File: config.mk
export PLATFORM = sky130hd
export DESIGN_NAME = fixed_block_free_list_allocator_core
export DESIGN_NICKNAME = d
export VERILOG_FILES = /design/src/sv/fbfla_pkg.sv /design/src/sv/fixed_block_free_list_allocator_core.sv /design/src/sv/fbfla_front.sv /design/src/sv/fbfla_engine.sv /design/src/sv/fbfla_res_queue.sv
export SDC_FILE = /design/constraint.sdc
export NUM_CORES = 1
export LEC_CHECK = 0
export ABC_AREA = 1
export BUFFER_PORTS_ARGS = -buffer_cell sky130_fd_sc_hd__buf_2
export CELL_PAD_IN_SITES_DETAIL_PLACEMENT = 0
export CELL_PAD_IN_SITES_GLOBAL_PLACEMENT = 1
export CORE_ASPECT_RATIO = 1.5
export CORE_MARGIN = 2
export CORE_UTILIZATION = 29
export CTS_CLUSTER_SIZE = 14
export DETAILED_ROUTE_END_ITERATION = 16
export GPL_ROUTABILITY_DRIVEN = 0
export GPL_TIMING_DRIVEN = 0
export PLACE_DENSITY = 0.54
export SETUP_SLACK_MARGIN = 0.3
export SLEW_MARGIN = 20
export SYNTH_ARGS = -nofsm -noshare
export SYNTH_HDL_FRONTEND = slang
export SYNTH_SLANG_ARGS = --single-unit
File: constraint.sdc
create_clock -name clk_i -period 1.81 [get_ports clk_i]
set_input_delay 0 -clock clk_i [delete_from_list [all_inputs] [get_ports clk_i]]
set_output_delay 0 -clock clk_i [all_outputs]
set_load 0.005 [all_outputs]
File: src/sv/fbfla_pkg.sv
// Shared types for the fixed-block free-list allocator.
// Holds the command word between front and engine and the result word; no dependencies.
`timescale 1ns / 1ps

package fbfla_pkg;

  // Command class decided by the front part
  typedef enum logic [1:0] {
    OP_ALLOC = 2'd0,
    OP_FREE  = 2'd1,
    OP_DROP  = 2'd2
  } op_e;

  // Result status codes
  typedef enum logic [1:0] {
    ST_GRANTED = 2'd0,
    ST_EMPTY   = 2'd1,
    ST_FREED   = 2'd2
  } status_e;

  localparam int unsigned FieldW = 4;

  typedef struct packed {
    op_e               op;
    logic [FieldW-1:0] idx;
  } cmd_t;

  typedef struct packed {
    status_e           status;
    logic [FieldW-1:0] granted_index;
  } res_t;

endpackage

File: src/sv/fixed_block_free_list_allocator_core.sv
// Top level of the fixed-block free-list allocator.
// Depends on fbfla_pkg, fbfla_front, fbfla_engine and fbfla_res_queue.
`timescale 1ns / 1ps

// Usage
//   Request side looks like a queue: drive command_i/block_index_i and raise
//   push; the word is taken at a clock edge where push is high and full is low.
//   command_i 0 allocates a block, 1 frees block_index_i.
//   Result side looks like a queue too: while empty is low, status_o and
//   granted_index_o show the oldest result; raise pop to take it.
//   Exactly one result word comes back per request word, in order.
// Timing
//   A free, and an allocate on an empty pool, is executed in the run state;
//   a granted allocate goes on to the read state (the link of the head block
//   is read from the link memory through a registered port). A free can be
//   taken at one per cycle while the result queue has room; a granted
//   allocate holds the engine in the read state before the next command.
// Reset
//   After reset the engine walks the link memory once, one entry a cycle,
//   chaining block i to block i+1; full is held high throughout the walk.
//   The head starts at block 0.
// Stalls
//   When pop stays low, the result queue fills, the engine holds, the command
//   queue fills and full rises; no word is dropped.

module fixed_block_free_list_allocator_core #(
  parameter int unsigned POOL_DEPTH = 16
) (
  input  logic       clk_i,
  input  logic       rst_ni,
  input  logic       push,
  output logic       full,
  input  logic       command_i,
  input  logic [3:0] block_index_i,
  output logic       empty,
  input  logic       pop,
  output logic [1:0] status_o,
  output logic [3:0] granted_index_o
);

  logic            front_full;
  logic            init_busy;
  logic            cmd_valid;
  logic            cmd_take;
  fbfla_pkg::cmd_t cmd;
  logic            res_push;
  logic            res_full;
  fbfla_pkg::res_t eng_res;
  fbfla_pkg::res_t out_res;

  // Hold off requests while the link memory is being chained after reset
  assign full = front_full || init_busy;

  fbfla_front #(
    .POOL_DEPTH (POOL_DEPTH)
  ) u_front (
    .clk_i         (clk_i),
    .rst_ni        (rst_ni),
    .push_i        (push && !full),
    .command_i     (command_i),
    .block_index_i (block_index_i),
    .full_o        (front_full),
    .cmd_valid_o   (cmd_valid),
    .cmd_o         (cmd),
    .cmd_take_i    (cmd_take)
  );

  fbfla_engine #(
    .POOL_DEPTH (POOL_DEPTH)
  ) u_engine (
    .clk_i       (clk_i),
    .rst_ni      (rst_ni),
    .cmd_valid_i (cmd_valid),
    .cmd_i       (cmd),
    .cmd_take_o  (cmd_take),
    .res_full_i  (res_full),
    .res_push_o  (res_push),
    .res_o       (eng_res),
    .init_busy_o (init_busy)
  );

  fbfla_res_queue u_res_queue (
    .clk_i      (clk_i),
    .rst_ni     (rst_ni),
    .res_push_i (res_push),
    .res_i      (eng_res),
    .res_full_o (res_full),
    .pop_i      (pop),
    .empty_o    (empty),
    .res_o      (out_res)
  );

  // Drive the result word fields
  assign status_o        = out_res.status;
  assign granted_index_o = out_res.granted_index;

endmodule

File: src/sv/fbfla_front.sv
// Front part of the allocator: classifies incoming words and queues them.
// Depends on fbfla_pkg for the command word type.
`timescale 1ns / 1ps

module fbfla_front #(
  parameter int unsigned POOL_DEPTH = 16
) (
  input  logic                          clk_i,
  input  logic                          rst_ni,
  input  logic                          push_i,
  input  logic                          command_i,
  input  logic [fbfla_pkg::FieldW-1:0]  block_index_i,
  output logic                          full_o,
  output logic                          cmd_valid_o,
  output fbfla_pkg::cmd_t               cmd_o,
  input  logic                          cmd_take_i
);

  localparam logic CmdFree = 1'b1;

  fbfla_pkg::cmd_t entry_q [2];
  fbfla_pkg::cmd_t new_cmd;
  logic            wr_ptr_q, wr_ptr_d;
  logic            rd_ptr_q, rd_ptr_d;
  logic [1:0]      cnt_q, cnt_d;

  // Classify: allocate, free, or free of a block outside the pool
  always_comb begin
    new_cmd.idx = block_index_i;
    if (command_i != CmdFree) begin
      new_cmd.op = fbfla_pkg::OP_ALLOC;
    end else if (32'(block_index_i) < POOL_DEPTH) begin
      new_cmd.op = fbfla_pkg::OP_FREE;
    end else begin
      new_cmd.op = fbfla_pkg::OP_DROP;
    end
  end

  assign full_o      = (cnt_q == 2'd2);
  assign cmd_valid_o = (cnt_q != 2'd0);
  assign cmd_o       = entry_q[rd_ptr_q];

  always_comb begin
    wr_ptr_d = wr_ptr_q ^ push_i;
    rd_ptr_d = rd_ptr_q ^ cmd_take_i;
    unique case ({push_i, cmd_take_i})
      2'b10:   cnt_d = cnt_q + 2'd1;
      2'b01:   cnt_d = cnt_q - 2'd1;
      default: cnt_d = cnt_q;
    endcase
  end

  always_ff @(posedge clk_i or negedge rst_ni) begin
    if (!rst_ni) begin
      wr_ptr_q <= 1'b0;
      rd_ptr_q <= 1'b0;
      cnt_q    <= 2'd0;
    end else begin
      wr_ptr_q <= wr_ptr_d;
      rd_ptr_q <= rd_ptr_d;
      cnt_q    <= cnt_d;
    end
  end

  always_ff @(posedge clk_i) begin
    if (push_i) begin
      entry_q[wr_ptr_q] <= new_cmd;
    end
  end

endmodule

File: src/sv/fbfla_engine.sv
// Back part of the allocator: link memory, free-list head and the sequencer.
// Depends on fbfla_pkg for the command and result word types.
`timescale 1ns / 1ps

module fbfla_engine #(
  parameter int unsigned POOL_DEPTH = 16
) (
  input  logic            clk_i,
  input  logic            rst_ni,
  input  logic            cmd_valid_i,
  input  fbfla_pkg::cmd_t cmd_i,
  output logic            cmd_take_o,
  input  logic            res_full_i,
  output logic            res_push_o,
  output fbfla_pkg::res_t res_o,
  output logic            init_busy_o
);

  localparam int unsigned IW = (POOL_DEPTH > 1) ? $clog2(POOL_DEPTH) : 1;
  localparam int unsigned LW = $clog2(POOL_DEPTH + 1);
  localparam logic [LW-1:0] NullLink = LW'(POOL_DEPTH);
  localparam logic [IW-1:0] LastIdx  = IW'(POOL_DEPTH - 1);

  typedef enum logic [2:0] {
    S_INIT = 3'b001,
    S_RUN  = 3'b010,
    S_READ = 3'b100
  } state_e;

  state_e            state_q, state_d;
  logic [LW-1:0]     head_q, head_d;
  logic [IW-1:0]     cnt_q, cnt_d;
  logic [LW-1:0]     grant_q, grant_d;
  logic [LW-1:0]     link_mem [POOL_DEPTH];
  logic [LW-1:0]     rd_q;
  logic              mem_we, mem_re;
  logic [IW-1:0]     mem_wa;
  logic [LW-1:0]     mem_wd;
  logic [IW+fbfla_pkg::FieldW-1:0] idx_ext;
  logic [LW+fbfla_pkg::FieldW-1:0] grant_ext;

  assign idx_ext     = {{IW{1'b0}}, cmd_i.idx};
  assign grant_ext   = {{fbfla_pkg::FieldW{1'b0}}, grant_q};
  assign init_busy_o = (state_q == S_INIT);

  always_comb begin
    state_d    = state_q;
    head_d     = head_q;
    cnt_d      = cnt_q;
    grant_d    = grant_q;
    mem_we     = 1'b0;
    mem_wa     = idx_ext[IW-1:0];
    mem_wd     = head_q;
    mem_re     = 1'b0;
    cmd_take_o = 1'b0;
    res_push_o = 1'b0;
    res_o.status        = fbfla_pkg::ST_FREED;
    res_o.granted_index = '0;
    unique case (state_q)
      S_INIT: begin
        // Chain each block to the next; the last one links to null
        mem_we = 1'b1;
        mem_wa = cnt_q;
        mem_wd = LW'(cnt_q) + LW'(1);
        if (cnt_q == LastIdx) begin
          state_d = S_RUN;
        end else begin
          cnt_d = cnt_q + IW'(1);
        end
      end
      S_RUN: begin
        if (cmd_valid_i && !res_full_i) begin
          cmd_take_o = 1'b1;
          unique case (cmd_i.op)
            fbfla_pkg::OP_FREE: begin
              mem_we     = 1'b1;
              head_d     = LW'(idx_ext[IW-1:0]);
              res_push_o = 1'b1;
            end
            fbfla_pkg::OP_ALLOC: begin
              if (head_q == NullLink) begin
                res_push_o   = 1'b1;
                res_o.status = fbfla_pkg::ST_EMPTY;
              end else begin
                mem_re  = 1'b1;
                grant_d = head_q;
                state_d = S_READ;
              end
            end
            default: begin
              res_push_o = 1'b1;
            end
          endcase
        end
      end
      S_READ: begin
        // Link of the granted block becomes the new head
        if (!res_full_i) begin
          head_d              = rd_q;
          res_push_o          = 1'b1;
          res_o.status        = fbfla_pkg::ST_GRANTED;
          res_o.granted_index = grant_ext[fbfla_pkg::FieldW-1:0];
          state_d             = S_RUN;
        end
      end
      default: begin
        state_d = S_INIT;
      end
    endcase
  end

  always_ff @(posedge clk_i or negedge rst_ni) begin
    if (!rst_ni) begin
      state_q <= S_INIT;
      head_q  <= '0;
      cnt_q   <= '0;
    end else begin
      state_q <= state_d;
      head_q  <= head_d;
      cnt_q   <= cnt_d;
    end
  end

  always_ff @(posedge clk_i) begin
    grant_q <= grant_d;
  end

  always_ff @(posedge clk_i) begin
    if (mem_we) begin
      link_mem[mem_wa] <= mem_wd;
    end
    if (mem_re) begin
      rd_q <= link_mem[head_q[IW-1:0]];
    end
  end

  a_head_bounded: assert property (@(posedge clk_i) disable iff (!rst_ni)
    head_q <= NullLink)
    else $error("free-list head beyond null link");

  a_read_valid_grant: assert property (@(posedge clk_i) disable iff (!rst_ni)
    (state_q == S_READ) |-> (grant_q != NullLink))
    else $error("link read for a null head");

  a_push_has_room: assert property (@(posedge clk_i) disable iff (!rst_ni)
    res_push_o |-> !res_full_i)
    else $error("result pushed into a full queue");

  a_grant_from_read: assert property (@(posedge clk_i) disable iff (!rst_ni)
    (res_push_o && res_o.status == fbfla_pkg::ST_GRANTED) |-> (state_q == S_READ))
    else $error("grant issued outside the link read step");

  a_take_when_running: assert property (@(posedge clk_i) disable iff (!rst_ni)
    cmd_take_o |-> (cmd_valid_i && state_q == S_RUN))
    else $error("command taken while not running");

endmodule

File: src/sv/fbfla_res_queue.sv
// Result queue of the allocator: two-entry buffer toward the consumer.
// Depends on fbfla_pkg for the result word type.
`timescale 1ns / 1ps

module fbfla_res_queue (
  input  logic            clk_i,
  input  logic            rst_ni,
  input  logic            res_push_i,
  input  fbfla_pkg::res_t res_i,
  output logic            res_full_o,
  input  logic            pop_i,
  output logic            empty_o,
  output fbfla_pkg::res_t res_o
);

  fbfla_pkg::res_t entry_q [2];
  logic            wr_ptr_q;
  logic            rd_ptr_q;
  logic [1:0]      cnt_q, cnt_d;
  logic            do_pop;

  assign res_full_o = (cnt_q == 2'd2);
  assign empty_o    = (cnt_q == 2'd0);
  assign res_o      = entry_q[rd_ptr_q];
  assign do_pop     = pop_i && !empty_o;

  always_comb begin
    unique case ({res_push_i, do_pop})
      2'b10:   cnt_d = cnt_q + 2'd1;
      2'b01:   cnt_d = cnt_q - 2'd1;
      default: cnt_d = cnt_q;
    endcase
  end

  always_ff @(posedge clk_i or negedge rst_ni) begin
    if (!rst_ni) begin
      wr_ptr_q <= 1'b0;
      rd_ptr_q <= 1'b0;
      cnt_q    <= 2'd0;
    end else begin
      wr_ptr_q <= wr_ptr_q ^ res_push_i;
      rd_ptr_q <= rd_ptr_q ^ do_pop;
      cnt_q    <= cnt_d;
    end
  end

  always_ff @(posedge clk_i) begin
    if (res_push_i) begin
      entry_q[wr_ptr_q] <= res_i;
    end
  end

endmodule

---- Word level (Yosys, flattened, before mapping) ----
Memory sizes are Yosys's and may differ from the RTL's. A register that Yosys moved wholly into a read port is not among the register bits.
Index checks and enable logic that the tools add are counted.
word-level totals
  output and inout port bits .............. 8
  memory bits (writable) .................. 102
  memories ................................ 3
  input bits .............................. 9
  register bits after elaboration ......... 24
memories
  memory               words  bits a word  read ports  clocked after Yosys merged registers in  write ports  RTL line               source
  u_engine.link_mem    16     5            1           1                                        1            fbfla_engine.sv:34     logic [LW-1:0] link_mem [POOL_DEPTH];
  u_res_queue.entry_q  2      6            1           0                                        1            fbfla_res_queue.sv:16  fbfla_pkg::res_t entry_q [2];
  u_front.entry_q      2      5            1           0                                        1            fbfla_front.sv:21      fbfla_pkg::cmd_t entry_q [2];
operators by class
  eq/ne operators ......................... 18
  reductions and logical operators ........ 17
  add/subtract/negate cells ............... 6
  bitwise operators ....................... 6
  multiplexer cells ....................... 41
operator list
  cell                 count
  $mux 5               4
  $mux 1               19
  $mux 3               5
  $pmux 2 s2           3
  $pmux 5 s2           1
  $pmux 3 s3           1
  $eq 2x2->1 const B   4
  $mux 4               2
  $ne 2x2->1 const B   4
  $reduce_and 4->1     2
  $reduce_bool 2->1    4
  $eq 2x1->1 const B   3
  $mux 2               3
  $mux 6               1
  $add 4x1->5 const B  1
  $eq 5x5->1 const B   1
  $reduce_and 5->1     1
  $add 2x1->2 const B  2
  $add 4x1->4 const B  1
  $eq 4x4->1 const B   1
  $logic_not 2->1      2
  $ne 2x1->1 const B   2
  $pmux 1 s2           2
  $sub 2x1->2 const B  2
  other kinds (9)      17

---- Depth between registers and ports, before layout ----
  depth in word-level cells ............... 7
  depth in mapped cells ................... 11

---- Hierarchy ----
From an unflattened synthesis, not the netlist that was laid out.
unflattened totals
  cell total of the unflattened synthesis .. 590
  area, all modules ....................... 5878.1 um^2
by module, submodules not included
  module                                cells an instance  instances  sequential area each (um^2)  area an instance (um^2)
  fbfla_engine                          472                1          2974.1                       4576.9
  fbfla_res_queue                       61                 1          460.4                        680.7
  fbfla_front                           52                 1          400.4                        596.8
  fixed_block_free_list_allocator_core  5                  1          0.0                          23.8

---- Least setup slack after synthesis ----
No wires, ideal clock.
  path type ............................... flip-flop to flip-flop
  start ................................... register u_engine.state_q[0]
  end ..................................... memory u_engine.link_mem[0][1] in the netlist's numbering, data pin
  buffers on the path ..................... 1
  cell stages (with the launch flop) ...... 4
  setup time .............................. 0.330 ns
  required time ........................... 1.480 ns
  setup slack ............................. -0.052 ns
  arrival time ............................ 1.531 ns
  cells stage by stage .................... dfstp_2 nand3_4 buf_6 o21ai_0
on the way
  longest elaborated chain between the ends .. 2
ends and longest elaborated chain
  element                       RTL line             source
  start, declared               fbfla_engine.sv:30   state_e state_q, state_d;
  start signal, assigned        fbfla_engine.sv:118  state_q <= state_d;
  $eq 3x1->1                    fbfla_engine.sv:59   unique case (state_q)
  $mux 5                        fbfla_engine.sv:59
  named net u_engine.mem_wd[1]  fbfla_engine.sv:38   logic [LW-1:0] mem_wd;
  end, declared                 fbfla_engine.sv:34
The timed path passes the listed nets, and every way through them passes these cells.

---- Worst setup path after layout ----
  start ................................... register u_engine.state_q[0]
  end ..................................... memory u_engine.link_mem[9][0] in the netlist's numbering, enable pin
on the way
  longest elaborated chain between the ends .. 4
  elaborated cells on any way between the ends .. 6
ends and longest elaborated chain
  element                                          RTL line             source
  $eq 3x2->1 / $eq 3x1->1 (equally long branches)  fbfla_engine.sv:59
  $pmux 1 s2                                       fbfla_engine.sv:59
  $mux 1                                           fbfla_engine.sv:129  if (mem_we) begin
  $mux 1 (not written as such)                     fbfla_engine.sv:130  link_mem[mem_wa] <= mem_wd;
Parallel ways exist; a longest one is shown, timed or not.

==> flow_summary.yaml <==
synthesis:
  yosys-top-cells-count: "147 x nand2_1, 111 x edfxtp_1, 51 x nor2_1"
  synth_area_leaders: "edfxtp_1 58%, nand2_1 9.5%, dfrtp_1 8.2%"
  synth_top_area_share_pct: 57.6
  synth.ff_latch_count: 131
  mappedNetlistNets: 553
  async_reset_ff_share_pct: 15.3
  post-synth-top-count-cell: "nand2_1"
  synth_edf_count: 111
  yosys_warnings: 0
  synthesis.area_per_instance_um2: 10.8
  synth_largest_area_cell: "edfxtp_1"
  ys_seq_area_share_pct: 66.3
  yosysUniqueCellTypes: 32
  synth-main-ff-cell: "edfxtp_1"
  mappedNetlistArea_um2: 5790
  syn-instance-count: 537
global_route:
  globalRoute.totalOverflow: 0
  grt_met3_use_pct: 3.16
  grt_pass1_wl_um: 22900
  gr-usage-met2_pct: 29.0
  antenna_found_initial: 0
  first_global_vias: 4224
  grtUsageTotal_pct: 14.8
  grt_max_degree: 21
  global_route.peak_usage_layer: "met2"
  groute.layer.met1.usage_pct: 14.6
placed_design:
  io_buffers: 16
  placedInstanceArea_um2: 6380
  place.detailed.hpwl_um: 10200
worst_setup_path:
  cpLargestDelayFamily: "simple AND/OR/NAND/NOR gates"
  critPathBufInv: 2
  worstSetupPathDepth: 8
  critical_path.max_fanout: 6
  timing.setup.critical_path_class: "flop to flop"
  timing.critical_path.cells: "nand3_4 > buf_12 > buf_8 > nand2_4 > nand2_4 > nor2_4 > nand2_1 > nor2_4"
  critical_path.max_stage_delay_ns: 0.57
  cp_slowest_cell: "dfstp_2"
  regToRegSetupSlack_ns: 0.01
  critical_path.reg2reg.endpoint: "u_engine.link_mem[9][0]"
  cp_data_required_time_ns: 1.93
  timing.reg2reg.worst_path_depth: 8
  end_kind: "flop"
  worst-endpoint-arrival_ns: 1.91
  rr_startpoint: "u_engine.state_q[0]"
  critPathLaunchType: "flop"
run_status:
  outcome: "completed"
power_and_ir_drop:
  power_report.internal_total_mw: 9.32
  power.share.sequential_pct: 29.7
  total_power_divided_by_cell_area_nw_per_um2: 1900
  ir_drop_v: 0.000690
  switching_share_pct: 40.4
  power.share.combinational_pct: 48.4
  power_frac_clock_pct: 21.9
  switching_pwr_mw: 6.31
  power.static_leakage_nw: 3.22
detailed_routing:
  route.antenna.remaining_nets: 0
  routed_via_density: 4.51
  wire_per_inst_um: 16.8
  routed-via-count: 4069
  drt-pass1-iter-count: 4
  initialDrtViolationCount: 233
  drt-total-wl_um: 15200
  remaining_drc_errors: 0
finish:
  design_area_um2: 8220
  layout-drive-gt1-share_pct: 41.7
  n_fill_cell: 1839
  finish.utilization_pct: 41.7
  number_of_diodes: 0
  area_delta_synth_final_pct: 42.1
  nNetsFinal: 646
die:
  ios: 17
  start_util_pct: 29.4
  die_width_um: 119
  fp.dieH_um: 177
  row_count: 63
  design.die.area_um2: 21100
  design.core.area_um2: 19700
timing:
  report.final.setup_viol: 0
  number_of_hold_violations_in_the_final_report: 0
  post-route-period-util_pct: 99.2
  min_period_ns: 1.80
  setup_tns_ns: 0
  worst-slew-pin-transition_ns: 0.509
  whs_ns: 0.0783
  skew_ns: 0.00867
  grt_setup_unrepaired: "true"
  max_freq_mhz: 557
  finalMaxSlewViolations: 0
  timing.slew.headroom_pct: 66.1
clocking:
  clock_latency_at_the_later_pin_of_the_worst_skew_pair_ns: 0.42
  clk_transition_reported_paths_ns: 0.06
  cts_buffers: 17
  deepest_clock_path_buffer_count: 2
  h_tree_levels: 4
  cts_tree: "built"
  cts_num_sinks: 131
  clock_tree.root_cell: "clkbuf_16"
run:
  max-cap-violations: 0
min_path:
  min_path_type: "primary input to asynchronous set/reset pin"
-- cells by family after synthesis --
| group | Yosys count | synth area share, % |
|---|---|---|
| xor gates and xnor gates | 7 | 1.06 |
| buffers and inverters | 62 | 4.54 |
| adders and majority gates | 7 | 1.51 |
| AOI/OAI and AO/OA | 75 | 6.99 |
| DFF | 131 | 66.3 |
| and+or+nand+nor | 255 | 19.6 |
-- power groups by stage --
stage	clock network [mW]	logic [mW]	registers (mW)
6_report	3.43	7.57	4.64
4_1_cts	3.49	6.72	4.61
3_3_place_gp	0	4.88	4.66
3_5_place_dp	0	4.93	4.67
5_1_grt	3.64	8.19	4.69
2_1_floorplan	0	3.47	4.57
-- worst max-delay path by stage --
stage	start	end	slack (ns)
after floorplan	u_engine.state_q[1]	u_front.cnt_q[1]	0.15
after global placement	u_engine.state_q[0]	u_engine.link_mem[15][1]	-0.21
after detailed placement	u_engine.state_q[0]	u_engine.link_mem[7][1]	-0.22
after CTS	u_engine.state_q[0]	u_engine.link_mem[7][4]	-0.01
after global routing	u_engine.state_q[1]	u_engine.link_mem[14][4]	-0.03
final	u_engine.state_q[0]	u_engine.link_mem[9][0]	0.01
-- timing repair --
item	CTS	global route
gates resized for setup	134	68
hold buffers	7	0
endpoints found under the setup margin	204	211
setup buffers	34	13
hold endpoints to repair	31	0
pin swaps	43	52
gates cloned	1	3
-- worst reg2reg max path, stage by stage, from the launching register on --
cell and delay [ns]:
dfstp_2 0.57, nand3_4 0.09, buf_12 0.14, buf_8 0.12, nand2_4 0.07, nand2_4 0.07
nor2_4 0.15, nand2_1 0.12, nor2_4 0.17
-- flip-flops by register name, indices dropped and copies added (netlist names), 2 cells and up --
signal and flops:
u_engine.grant_q 4, u_engine.rd_q 5, u_front.cnt_q 2, u_res_queue.entry_q 12
u_engine.state_q 3, u_front.entry_q 10, u_res_queue.cnt_q 2, u_engine.link_mem 80
u_engine.head_q 5, u_engine.cnt_q 4
-- per-layer routing --
| layer | wire (µm) | up-vias | part of all wire, % |
|---|---|---|---|
| li1 | - | 2004 | - |
| met1 | 5380 | 1972 | 35 |
| met2 | 8900 | 65 | 59 |
| met3 | 387 | 28 | 2.5 |
| met4 | 510 | 0 | 3.4 |
| met5 | 0 | - | 0 |
-- cell usage in the layout (no fill, tap or decap), drive strengths merged, types with 2 or more instances in the layout --
cell type    netlist  final
a21oi             27     27
buf               11     77
bufinv             0      2
clkbuf             5     22
clkinv             1      3
clkinvlp           0      5
dfrtp             19     19
dlygate4sd3        0      7
edfxtp           111    111
ha                 7      7
inv               45     51
nand2            160    160
nand3             27     27
nand4              5      5
nor2              63     63
o211ai             5      5
o21a               2      2
o21ai             39     40
xnor2              4      4
xor2               3      3
-- layout make-up --
type | instances | area [µm²] | area share, %
multi-input combinational | 345 | 2410 | 29.3
timing repair buffer | 73 | 673 | 8.19
sequential | 131 | 3840 | 46.7
tap | 260 | 325 | 3.96
clock inverter | 15 | 171 | 2.09
clock buffer | 17 | 425 | 5.18
buffer | 16 | 168 | 2.04
inverter | 46 | 209 | 2.54
-- metrics by stage --
step	instances	setup WS [ns]	total power, mW
2_1_floorplan	537	0.150	8.04
3_3_place_gp	813	-0.215	9.54
3_5_place_dp	813	-0.219	9.60
4_1_cts	887	-0.00988	14.8
5_1_grt	903	-0.0308	16.5
6_report	903	0.0148	15.6
(Power assumes the default switching activity.)
